### config.mk
export PLATFORM = sky130hd
export DESIGN_NAME = adjacency_bit_matrix_graph_unit
export DESIGN_NICKNAME = d
export VERILOG_FILES = /design/src/abmg_pkg.sv /design/src/abmg_row_mem.sv /design/src/abmg_row_alu.sv /design/src/adjacency_bit_matrix_graph_unit.sv
export SDC_FILE = /design/constraint.sdc
export NUM_CORES = 2
export LEC_CHECK = 0
export BUFFER_PORTS_ARGS = -buffer_cell sky130_fd_sc_hd__buf_4
export CORE_MARGIN = 2
export CORE_UTILIZATION = 60
export CTS_CLUSTER_DIAMETER = 40
export DETAILED_ROUTE_END_ITERATION = 16
export PLACE_DENSITY = 0.76
export RECOVER_POWER = 50
export SYNTH_ARGS = -nofsm -noshare
export SYNTH_HDL_FRONTEND = slang
export SYNTH_SLANG_ARGS = --single-unit
### constraint.sdc
create_clock -name clk -period 16.45 [get_ports clk]
set_input_delay 1.645 -clock clk [delete_from_list [all_inputs] [get_ports clk]]
set_output_delay 1.645 -clock clk [all_outputs]
set_load 0.01 [all_outputs]
### src/abmg_pkg.sv
`default_nettype none

package abmg_pkg;

	localparam int MAX_VERTICES_DEF = 32;

	// neighbour listing never gives more results than this for one request
	localparam int RESULT_CAP = 32;
	localparam int CAP_W = $clog2(RESULT_CAP + 1);

	localparam logic [2:0] FN_RESTART  = 3'd0;
	localparam logic [2:0] FN_ADD_EDGE = 3'd1;
	localparam logic [2:0] FN_REM_EDGE = 3'd2;
	localparam logic [2:0] FN_HAS_EDGE = 3'd3;
	localparam logic [2:0] FN_ADD_VERT = 3'd4;
	localparam logic [2:0] FN_REM_VERT = 3'd5;
	localparam logic [2:0] FN_NEIGHBRS = 3'd6;

	localparam logic [1:0] STS_OK    = 2'd0;
	localparam logic [1:0] STS_RANGE = 2'd1;
	localparam logic [1:0] STS_FULL  = 2'd2;

	localparam int CFG_IDX_W = 2;
	localparam logic [CFG_IDX_W-1:0] CFG_DIRECTED  = 2'd0;
	localparam logic [CFG_IDX_W-1:0] CFG_INIT_VERT = 2'd1;

	typedef enum logic [1:0] {
		ROP_KEEP,
		ROP_SET,
		ROP_CLR,
		ROP_SQUEEZE
	} row_op_t;

endpackage

`default_nettype wire

### src/abmg_row_mem.sv
`default_nettype none

module abmg_row_mem
	import abmg_pkg::*;
#(
	parameter int W = MAX_VERTICES_DEF,
	parameter int DEPTH = MAX_VERTICES_DEF
) (
	input  logic                     clk,
	input  logic                     arst_n,
	input  logic                     clr,
	input  logic                     we,
	input  logic [$clog2(DEPTH)-1:0] waddr,
	input  logic [W-1:0]             wdata,
	input  logic                     re,
	input  logic [$clog2(DEPTH)-1:0] raddr,
	output logic [W-1:0]             rdata
);

	logic [W-1:0]     mem [DEPTH];
	logic [W-1:0]     data_q;
	logic             rvld_q;
	logic [DEPTH-1:0] vld_q;

	always_ff @(posedge clk) begin
		if (we) begin
			mem[waddr] <= wdata;
		end
		if (re) begin
			data_q <= mem[raddr];
		end
	end

	// a row never written since the last clear reads as empty
	always_ff @(posedge clk or negedge arst_n) begin
		if (!arst_n) begin
			vld_q  <= '0;
			rvld_q <= 1'b0;
		end else begin
			if (clr) begin
				vld_q <= '0;
			end else if (we) begin
				vld_q[waddr] <= 1'b1;
			end
			if (re) begin
				rvld_q <= vld_q[raddr];
			end
		end
	end

	assign rdata = rvld_q ? data_q : '0;

endmodule

`default_nettype wire

### src/abmg_row_alu.sv
`default_nettype none

module abmg_row_alu
	import abmg_pkg::*;
#(
	parameter int W = MAX_VERTICES_DEF
) (
	input  row_op_t              op,
	input  logic [$clog2(W)-1:0] col,
	input  logic [W-1:0]         row,
	output logic [W-1:0]         row_out,
	output logic                 bit_out,
	output logic [$clog2(W+1)-1:0] ones
);

	localparam int L  = $clog2(W);
	localparam int P  = 1 << L;
	localparam int CW = $clog2(W + 1);

	logic [W-1:0] onehot;
	logic [W-1:0] lo_mask;

	function automatic logic [CW-1:0] popcount(input logic [W-1:0] r);
		logic [P-1:0]  rp;
		logic [CW-1:0] c [P];
		rp = P'(r);
		for (int j = 0; j < P; j++) begin
			c[j] = CW'(rp[j]);
		end
		// adder tree, one level per pass
		for (int l = 0; l < L; l++) begin
			for (int j = 0; j < (P >> (l + 1)); j++) begin
				c[j] = c[2*j] + c[2*j+1];
			end
		end
		return c[0];
	endfunction

	assign onehot  = W'(1) << col;
	assign lo_mask = onehot - W'(1);
	assign bit_out = row[col];
	assign ones    = popcount(row);

	always_comb begin
		case (op)
			ROP_SET:     row_out = row | onehot;
			ROP_CLR:     row_out = row & ~onehot;
			// drop column col and pull the higher columns down by one
			ROP_SQUEEZE: row_out = (row & lo_mask) | ((row >> 1) & ~lo_mask);
			ROP_KEEP:    row_out = row;
			default:     row_out = row;
		endcase
	end

endmodule

`default_nettype wire

### src/adjacency_bit_matrix_graph_unit.sv
`default_nettype none

// Restart, add vertex, error and unused codes go from idle to the finish state; edge add,
// remove and query pass the edge state first (and the mirror state for a changed bit in
// undirected mode). Remove vertex makes one row memory port pass over every row. Neighbour
// listing scans one column per cycle, holding on a hit while the output stalls, up to the
// last neighbour. One request at a time; in_stall is low only while idle. Asynchronous
// reset clears the matrix (row valid bits), both counts and both configuration registers.
module adjacency_bit_matrix_graph_unit
	import abmg_pkg::*;
#(
	parameter int MAX_VERTICES = MAX_VERTICES_DEF
) (
	input  logic                 clk,
	input  logic                 arst_n,
	input  logic                 cfg_valid,
	output logic                 cfg_ready,
	input  logic [CFG_IDX_W-1:0] cfg_index,
	input  logic [5:0]           cfg_data,
	input  logic                 in_valid,
	output logic                 in_stall,
	input  logic [2:0]           func,
	input  logic [4:0]           src,
	input  logic [4:0]           dst,
	output logic                 out_valid,
	input  logic                 out_stall,
	output logic [1:0]           status,
	output logic                 edge_present,
	output logic [4:0]           neighbor,
	output logic                 neighbor_valid,
	output logic                 last,
	output logic [5:0]           vertex_total,
	output logic [10:0]          edge_total
);

	localparam int W  = MAX_VERTICES;
	localparam int RW = $clog2(W);
	localparam int VW = $clog2(W + 1);
	localparam int NW = $clog2(2 * W);
	localparam int EW = $clog2(W * W + 1) + 1;

	typedef enum logic [2:0] {
		ST_IDLE,
		ST_EDGE,
		ST_MIRROR,
		ST_RV_HEAD,
		ST_SWEEP,
		ST_NB_HEAD,
		ST_NB_SCAN,
		ST_FINISH
	} state_t;

	state_t         state_q;
	logic           dir_q;
	logic [5:0]     init_q;
	logic [VW-1:0]  vc_q;
	logic [EW-1:0]  ec_q;
	logic [2:0]     func_q;
	logic [RW-1:0]  src_q;
	logic [RW-1:0]  dst_q;
	logic [1:0]     sts_q;
	logic           present_q;
	logic [NW-1:0]  n_q;
	logic [VW-1:0]  ri_q;
	logic [RW-1:0]  tgt_s1;
	logic [VW-1:0]  j_s1;
	logic           zero_s1;
	logic [W-1:0]   row_q;
	logic [CAP_W-1:0] total_q;
	logic [CAP_W-1:0] k_q;
	logic [RW-1:0]  scan_q;

	logic           out_valid_q;
	logic [1:0]     out_status_q;
	logic           out_present_q;
	logic [4:0]     out_nb_q;
	logic           out_nbv_q;
	logic           out_last_q;
	logic [5:0]     out_vt_q;
	logic [10:0]    out_et_q;

	logic           accept;
	logic           s_ok;
	logic           d_ok;
	logic           out_free;
	logic           out_load;
	logic           mem_clr;
	logic           mem_we;
	logic           mem_re;
	logic [RW-1:0]  mem_waddr;
	logic [RW-1:0]  mem_raddr;
	logic [W-1:0]   mem_wdata;
	logic [W-1:0]   rd_data;
	row_op_t        alu_op;
	logic [RW-1:0]  alu_col;
	logic [W-1:0]   alu_row;
	logic [W-1:0]   alu_out;
	logic           alu_bit;
	logic [VW-1:0]  alu_ones;
	logic [VW-1:0]  j0;
	logic [VW-1:0]  nxt_j;
	logic           col_hit;
	logic [NW-1:0]  n_nxt;

	abmg_row_mem #(
		.W     (W),
		.DEPTH (W)
	) u_mem (
		.clk    (clk),
		.arst_n (arst_n),
		.clr    (mem_clr),
		.we     (mem_we),
		.waddr  (mem_waddr),
		.wdata  (mem_wdata),
		.re     (mem_re),
		.raddr  (mem_raddr),
		.rdata  (rd_data)
	);

	abmg_row_alu #(
		.W (W)
	) u_alu (
		.op      (alu_op),
		.col     (alu_col),
		.row     (alu_row),
		.row_out (alu_out),
		.bit_out (alu_bit),
		.ones    (alu_ones)
	);

	assign cfg_ready = 1'b1;
	assign in_stall  = (state_q != ST_IDLE);
	assign accept    = in_valid && (state_q == ST_IDLE);
	assign s_ok      = int'(src) < int'(vc_q);
	assign d_ok      = int'(dst) < int'(vc_q);
	assign out_free  = !out_valid_q || !out_stall;
	assign out_load  = out_free && ((state_q == ST_FINISH) ||
	                                ((state_q == ST_NB_SCAN) && alu_bit));

	// source row for a sweep target: rows below the removed vertex stay, the rest move down
	assign j0    = (src_q == '0) ? VW'(1) : '0;
	assign nxt_j = (ri_q < VW'(src_q)) ? ri_q : ri_q + VW'(1);

	assign col_hit = dir_q && !zero_s1 && (j_s1 != VW'(src_q)) && (j_s1 < vc_q) && alu_bit;
	assign n_nxt   = n_q + {{(NW-1){1'b0}}, col_hit};

	always_comb begin
		mem_clr   = 1'b0;
		mem_we    = 1'b0;
		mem_re    = 1'b0;
		mem_waddr = src_q;
		mem_raddr = src_q;
		alu_op    = ROP_KEEP;
		alu_col   = dst_q;
		alu_row   = rd_data;
		case (state_q)
			ST_IDLE: begin
				mem_clr   = accept && (func == FN_RESTART);
				mem_re    = accept;
				mem_raddr = RW'(src);
			end
			ST_EDGE: begin
				alu_op    = (func_q == FN_ADD_EDGE) ? ROP_SET : ROP_CLR;
				mem_we    = ((func_q == FN_ADD_EDGE) && !alu_bit) ||
				            ((func_q == FN_REM_EDGE) && alu_bit);
				mem_re    = mem_we && !dir_q;
				mem_raddr = dst_q;
			end
			ST_MIRROR: begin
				alu_op    = (func_q == FN_ADD_EDGE) ? ROP_SET : ROP_CLR;
				alu_col   = src_q;
				mem_we    = 1'b1;
				mem_waddr = dst_q;
			end
			ST_RV_HEAD: begin
				mem_re    = 1'b1;
				mem_raddr = RW'(j0);
			end
			ST_SWEEP: begin
				alu_op    = ROP_SQUEEZE;
				alu_col   = src_q;
				alu_row   = zero_s1 ? '0 : rd_data;
				mem_we    = 1'b1;
				mem_waddr = tgt_s1;
				mem_re    = (ri_q < VW'(W)) && (nxt_j < VW'(W));
				mem_raddr = RW'(nxt_j);
			end
			ST_NB_SCAN: begin
				alu_row = row_q;
				alu_col = scan_q;
			end
			default: begin
				alu_op = ROP_KEEP;
			end
		endcase
		mem_wdata = alu_out;
	end

	always_ff @(posedge clk or negedge arst_n) begin
		if (!arst_n) begin
			state_q       <= ST_IDLE;
			dir_q         <= 1'b0;
			init_q        <= '0;
			vc_q          <= '0;
			ec_q          <= '0;
			func_q        <= FN_RESTART;
			src_q         <= '0;
			dst_q         <= '0;
			sts_q         <= STS_OK;
			present_q     <= 1'b0;
			n_q           <= '0;
			ri_q          <= '0;
			tgt_s1        <= '0;
			j_s1          <= '0;
			zero_s1       <= 1'b0;
			row_q         <= '0;
			total_q       <= '0;
			k_q           <= '0;
			scan_q        <= '0;
			out_valid_q   <= 1'b0;
			out_status_q  <= STS_OK;
			out_present_q <= 1'b0;
			out_nb_q      <= '0;
			out_nbv_q     <= 1'b0;
			out_last_q    <= 1'b0;
			out_vt_q      <= '0;
			out_et_q      <= '0;
		end else begin
			if (cfg_valid) begin
				if (cfg_index == CFG_DIRECTED) begin
					dir_q <= cfg_data[0];
				end else if (cfg_index == CFG_INIT_VERT) begin
					init_q <= cfg_data;
				end
			end

			if (out_load) begin
				out_valid_q <= 1'b1;
			end else if (!out_stall) begin
				out_valid_q <= 1'b0;
			end

			case (state_q)
				ST_IDLE: begin
					if (accept) begin
						func_q    <= func;
						src_q     <= RW'(src);
						dst_q     <= RW'(dst);
						present_q <= 1'b0;
						case (func)
							FN_RESTART: begin
								vc_q    <= (int'(init_q) > W) ? VW'(W) : VW'(init_q);
								ec_q    <= '0;
								sts_q   <= STS_OK;
								state_q <= ST_FINISH;
							end
							FN_ADD_EDGE, FN_REM_EDGE, FN_HAS_EDGE: begin
								if (s_ok && d_ok) begin
									sts_q   <= STS_OK;
									state_q <= ST_EDGE;
								end else begin
									sts_q   <= STS_RANGE;
									state_q <= ST_FINISH;
								end
							end
							FN_ADD_VERT: begin
								if (int'(vc_q) >= W) begin
									sts_q <= STS_FULL;
								end else begin
									vc_q  <= vc_q + VW'(1);
									sts_q <= STS_OK;
								end
								state_q <= ST_FINISH;
							end
							FN_REM_VERT: begin
								if (s_ok) begin
									sts_q   <= STS_OK;
									state_q <= ST_RV_HEAD;
								end else begin
									sts_q   <= STS_RANGE;
									state_q <= ST_FINISH;
								end
							end
							FN_NEIGHBRS: begin
								if (s_ok) begin
									sts_q   <= STS_OK;
									state_q <= ST_NB_HEAD;
								end else begin
									sts_q   <= STS_RANGE;
									state_q <= ST_FINISH;
								end
							end
							default: begin
								sts_q   <= STS_OK;
								state_q <= ST_FINISH;
							end
						endcase
					end
				end
				ST_EDGE: begin
					if (func_q == FN_HAS_EDGE) begin
						present_q <= alu_bit;
					end
					if ((func_q == FN_ADD_EDGE) && !alu_bit) begin
						ec_q <= ec_q + EW'(1);
					end else if ((func_q == FN_REM_EDGE) && alu_bit) begin
						ec_q <= (ec_q == '0) ? '0 : ec_q - EW'(1);
					end
					state_q <= (mem_we && !dir_q) ? ST_MIRROR : ST_FINISH;
				end
				ST_MIRROR: begin
					state_q <= ST_FINISH;
				end
				ST_RV_HEAD: begin
					// whole row of the removed vertex, self-loop included
					n_q     <= NW'(alu_ones);
					tgt_s1  <= '0;
					j_s1    <= j0;
					zero_s1 <= 1'b0;
					ri_q    <= VW'(1);
					state_q <= ST_SWEEP;
				end
				ST_SWEEP: begin
					if (ri_q < VW'(W)) begin
						n_q     <= n_nxt;
						tgt_s1  <= RW'(ri_q);
						j_s1    <= nxt_j;
						zero_s1 <= (nxt_j >= VW'(W));
						ri_q    <= ri_q + VW'(1);
					end else begin
						ec_q    <= (EW'(n_nxt) >= ec_q) ? '0 : ec_q - EW'(n_nxt);
						vc_q    <= vc_q - VW'(1);
						state_q <= ST_FINISH;
					end
				end
				ST_NB_HEAD: begin
					row_q   <= rd_data;
					total_q <= (int'(alu_ones) > RESULT_CAP) ? CAP_W'(RESULT_CAP)
					                                         : CAP_W'(alu_ones);
					k_q     <= '0;
					scan_q  <= '0;
					state_q <= (alu_ones == '0) ? ST_FINISH : ST_NB_SCAN;
				end
				ST_NB_SCAN: begin
					if (!alu_bit) begin
						scan_q <= scan_q + RW'(1);
					end else if (out_free) begin
						out_status_q  <= STS_OK;
						out_present_q <= 1'b0;
						out_nb_q      <= 5'(scan_q);
						out_nbv_q     <= 1'b1;
						out_last_q    <= (k_q + CAP_W'(1)) == total_q;
						out_vt_q      <= 6'(vc_q);
						out_et_q      <= 11'(ec_q);
						k_q           <= k_q + CAP_W'(1);
						scan_q        <= scan_q + RW'(1);
						if ((k_q + CAP_W'(1)) == total_q) begin
							state_q <= ST_IDLE;
						end
					end
				end
				ST_FINISH: begin
					if (out_free) begin
						out_status_q  <= sts_q;
						out_present_q <= present_q;
						out_nb_q      <= '0;
						out_nbv_q     <= 1'b0;
						out_last_q    <= 1'b1;
						out_vt_q      <= 6'(vc_q);
						out_et_q      <= 11'(ec_q);
						state_q       <= ST_IDLE;
					end
				end
				default: begin
					state_q <= ST_IDLE;
				end
			endcase
		end
	end

	assign out_valid      = out_valid_q;
	assign status         = out_status_q;
	assign edge_present   = out_present_q;
	assign neighbor       = out_nb_q;
	assign neighbor_valid = out_nbv_q;
	assign last           = out_last_q;
	assign vertex_total   = out_vt_q;
	assign edge_total     = out_et_q;

`ifndef SYNTHESIS
	a_vc_cap: assert property (@(posedge clk) disable iff (!arst_n)
		int'(vc_q) <= W)
		else $error("vertex count above capacity");

	a_idle_no_write: assert property (@(posedge clk) disable iff (!arst_n)
		(state_q == ST_IDLE) |-> !mem_we)
		else $error("row write while idle");

	a_restart_clears: assert property (@(posedge clk) disable iff (!arst_n)
		(accept && (func == FN_RESTART)) |=> (ec_q == '0))
		else $error("restart left edges counted");

	a_scan_bound: assert property (@(posedge clk) disable iff (!arst_n)
		(state_q == ST_NB_SCAN) |-> (k_q < total_q))
		else $error("neighbour scan ran past its result count");

	a_sweep_bound: assert property (@(posedge clk) disable iff (!arst_n)
		(state_q == ST_SWEEP) |-> (int'(ri_q) <= W))
		else $error("row sweep pointer overran");
`endif

endmodule

`default_nettype wire
==> flow_summary.yaml <==
die:
  die_x_um: 308
  fp.coreArea_mm2: 0.0917
  dieArea_mm2: 0.0950
  initial_core_util_pct: 60.6
  row_count: 111
  die_h_um: 308
  ios: 56
route:
  drt_iter0_markers: 5577
  drc: 0
  via_per_inst: 6.77
  drtAntennaViolNets: 0
  dr_total_vias: 39100
  wl_per_cell_um: 27.7
  first_pass_iters: 6
  routed_wirelength_um: 160000
cts:
  cts_buffers: 150
  cts_sinks: 1233
  cts-resized-gates: 0
  path_clk_slew_ns: 0.06
  cts_root_buf: "clkbuf_16"
  cts_max_level: 4
  post_cts_buffers: 0
  cts_tree: "done"
  worst_skew_pair.late_latency_ns: 0.76
  clock_path_buffers: 3
  holdBufCountCts: 0
finish:
  diodes: 0
  regArea_mm2: 0.0361
  nets: 4577
  drive_gt1_share_pct: 9.36
  syn_to_final_growth_pct: 11.4
  multi_input_comb_area_mm2: 0.0180
  fillCellCount: 6462
timing:
  layout_min_cycle_time_ns: 10.55
  fin_worst_skew_ns: 0.0346
  rsz0062_at_grt: "false"
  worst_slew_pin_slew_ns: 6.84
  fmax_mhz: 94.7
  period_share_pct: 64.2
  fin_ws_ns: 5.90
  maxSlewHeadroom_pct: -356
  setup_viol: 0
  setup-tns-final_ns: 0
  drv_slew: 1213
  hold_viol: 0
worst_hold_path:
  hp-class: "reg2reg"
worst_setup_path:
  crit_top_cell: "clkbuf_1"
  critPathLaunchType: "register"
  slowest_delay_ns: 2.21
  crit_chain: "clkbuf_1, o21bai_1, a22oi_1, nand3_1, or4_1, o2111ai_1, nor3_1, and2_0, o21ai_0, nor2_2, clkbuf_1, nor3_2, clkbuf_1"
  critPathCaptureType: "register"
  required_ns: 16.75
  cp_max_fo: 50
  crit_type: "reg2reg"
  critPathBufInv: 3
  cp.arrival_ns: 10.85
  cpLargestDelayFamily: "buffers and inverters"
  crit_slowest_cell: "clkbuf_1"
place:
  hpwl_um: 85500
  place_ws_ns: 9.62
  numPortBuffers: 54
  place.gp.congestion: 0.997
logic_synthesis:
  synth-edff-count: 1056
  yosys_warnings: 0
  yosysSeqAreaShare_pct: 65.1
  synth_nets: 4611
  ys_ff_latch: 1233
  synthFlopType: "edfxtp_1"
  synth_area_per_cell_um2: 12.3
  synthesis.instances: 4501
  synthArstFlopShare_pct: 14.4
  synth_area_mm2: 0.0555
  synth_cell_type_count: 90
status:
  status: "finished with violations"
  violations: "capacitance limit, slew limit"
job:
  drv_cap: 29
global_routing:
  first_global_vias: 37000
  grt_first_pass_wirelength_um: 235000
  grt_max_degree: 223
  grt_usage_pct: 33.6
  overflow: 0
  antenna_found_initial: 0
[cell families (layout without fill, tap and decap cells)]
| group | count (synthesis) | in the layout | share of synthesized area [%] |
|---|---|---|---|
| other cells | 1 | 1 | 0.00675 |
| buf+inv | 424 | 507 | 3.05 |
| flops | 1233 | 1233 | 65.1 |
| xor+xnor | 40 | 40 | 0.631 |
| compound gates | 1104 | 1104 | 14.8 |
| fa+ha+maj | 86 | 86 | 2.29 |
| simple gates | 1531 | 1531 | 12.7 |
| mux | 82 | 82 | 1.55 |
[metrics by stage]
stage / area [um2] / instances / util [%] / hold WS (ns)
global route: 61900 / 5770 / 67.5 / 0.501
detailed placement: 57300 / 5501 / 62.5 / 0.467
finish: 61900 / 5770 / 67.5 / 0.473
floorplan: 55500 / 4501 / - / 0.439
global placement: 57300 / 5501 / 62.5 / 0.457
CTS: 62200 / 5770 / 67.9 / 0.482
[routing by layer]
layer  up-vias  track usage, %  routed length, um
li1      17100               -                  -
met1     19300            45.6              61200
met2      2279            52.3              73800
met3       437            5.24              15000
met4         0            19.3               9680
met5         -               0                  0
[final cells by class]
type	instances	share of cell area [%]
Tap cell	1186	2.40
Multi-Input combinational cell	2844	29.1
Clock inverter	96	1.63
Timing Repair Buffer	155	1.58
Sequential cell	1233	58.4
Inverter	83	0.504
Clock buffer	173	6.41
[tightest hold or removal path: stages (launching register included)]
cell and delay (ns):
dfrtp_1 0.34, nand2_1 0.04, o21ai_0 0.06
[cells in the final DEF, fill, tap and decap left out, drive strengths merged, types with 12 or more instances in the layout]
master       n
xnor2       25
o311ai      36
a22o        26
dfrtp      177
mux2        30
o211ai      20
clkbuf     232
o221ai      15
o21ai      180
o31ai       57
nor3       106
nand2      818
fa          27
buf         96
a21oi      105
a311oi     264
a32o        15
clkinvlp    12
nor2       141
bufinv      14
inv        107
edfxtp    1056
a22oi       18
nand3       77
or3         41
ha          57
mux2i       52
a211oi     267
clkinv      46
nand2b      14
and2       268
xor2        15
[Yosys cell counts, drive strengths merged (8+ instances only)]
master | instances | area share, %
and3 | 11 | 0.12
a22oi | 18 | 0.25
nor2 | 141 | 0.97
xor2 | 15 | 0.24
edfxtp | 1056 | 57
fa | 27 | 0.97
ha | 57 | 1.3
a311oi | 264 | 4.2
o211ai | 20 | 0.27
nand4 | 11 | 0.12
nand2b | 14 | 0.16
a21o | 9 | 0.12
o221ai | 15 | 0.25
mux2i | 52 | 0.94
a211oi | 267 | 3.6
xnor2 | 25 | 0.39
o22ai | 10 | 0.11
o31ai | 57 | 0.78
a21oi | 105 | 0.95
buf | 100 | 0.85
dfrtp | 177 | 8.0
a32oi | 8 | 0.13
a32o | 15 | 0.27
mux2 | 30 | 0.61
inv | 82 | 0.55
clkbuf | 241 | 1.6
o21ai | 180 | 1.6
nor3 | 106 | 0.98
and2 | 268 | 3.0
nand2 | 818 | 5.5
nand3 | 77 | 0.72
a311o | 11 | 0.20
or3 | 41 | 0.46
a22o | 26 | 0.41
a31oi | 9 | 0.10
o311ai | 36 | 0.57
nor4 | 11 | 0.12
[registers in the layout, summed over array words and instances, names as in the netlist, 11 cells and up]
register / cells
u_mem.vld_q: 32
u_mem.data_q: 32
row_q: 32
ec_q: 12
edge_total: 11
u_mem.mem: 1024
[path summary, 6_finish.rpt]
path | slack (ns) | startpoint | end | cells after the start
max in group asynchronous | 7.66 | arst_n | row_q[20] | 2
max | 5.90 | state_q[2] | u_mem.mem[17][17] | 13
max reg2reg | 5.90 | state_q[2] | u_mem.mem[17][17] | 13
min | 0.47 | vertex_total[0] | vertex_total[0] | 2
min in group asynchronous | 3.45 | arst_n | vertex_total[1] | 1
min reg2reg | 0.47 | vertex_total[0] | vertex_total[0] | 2
Power is not shown: default switching activity piles up to over one toggle a cycle in this logic, so the estimate is an artifact.
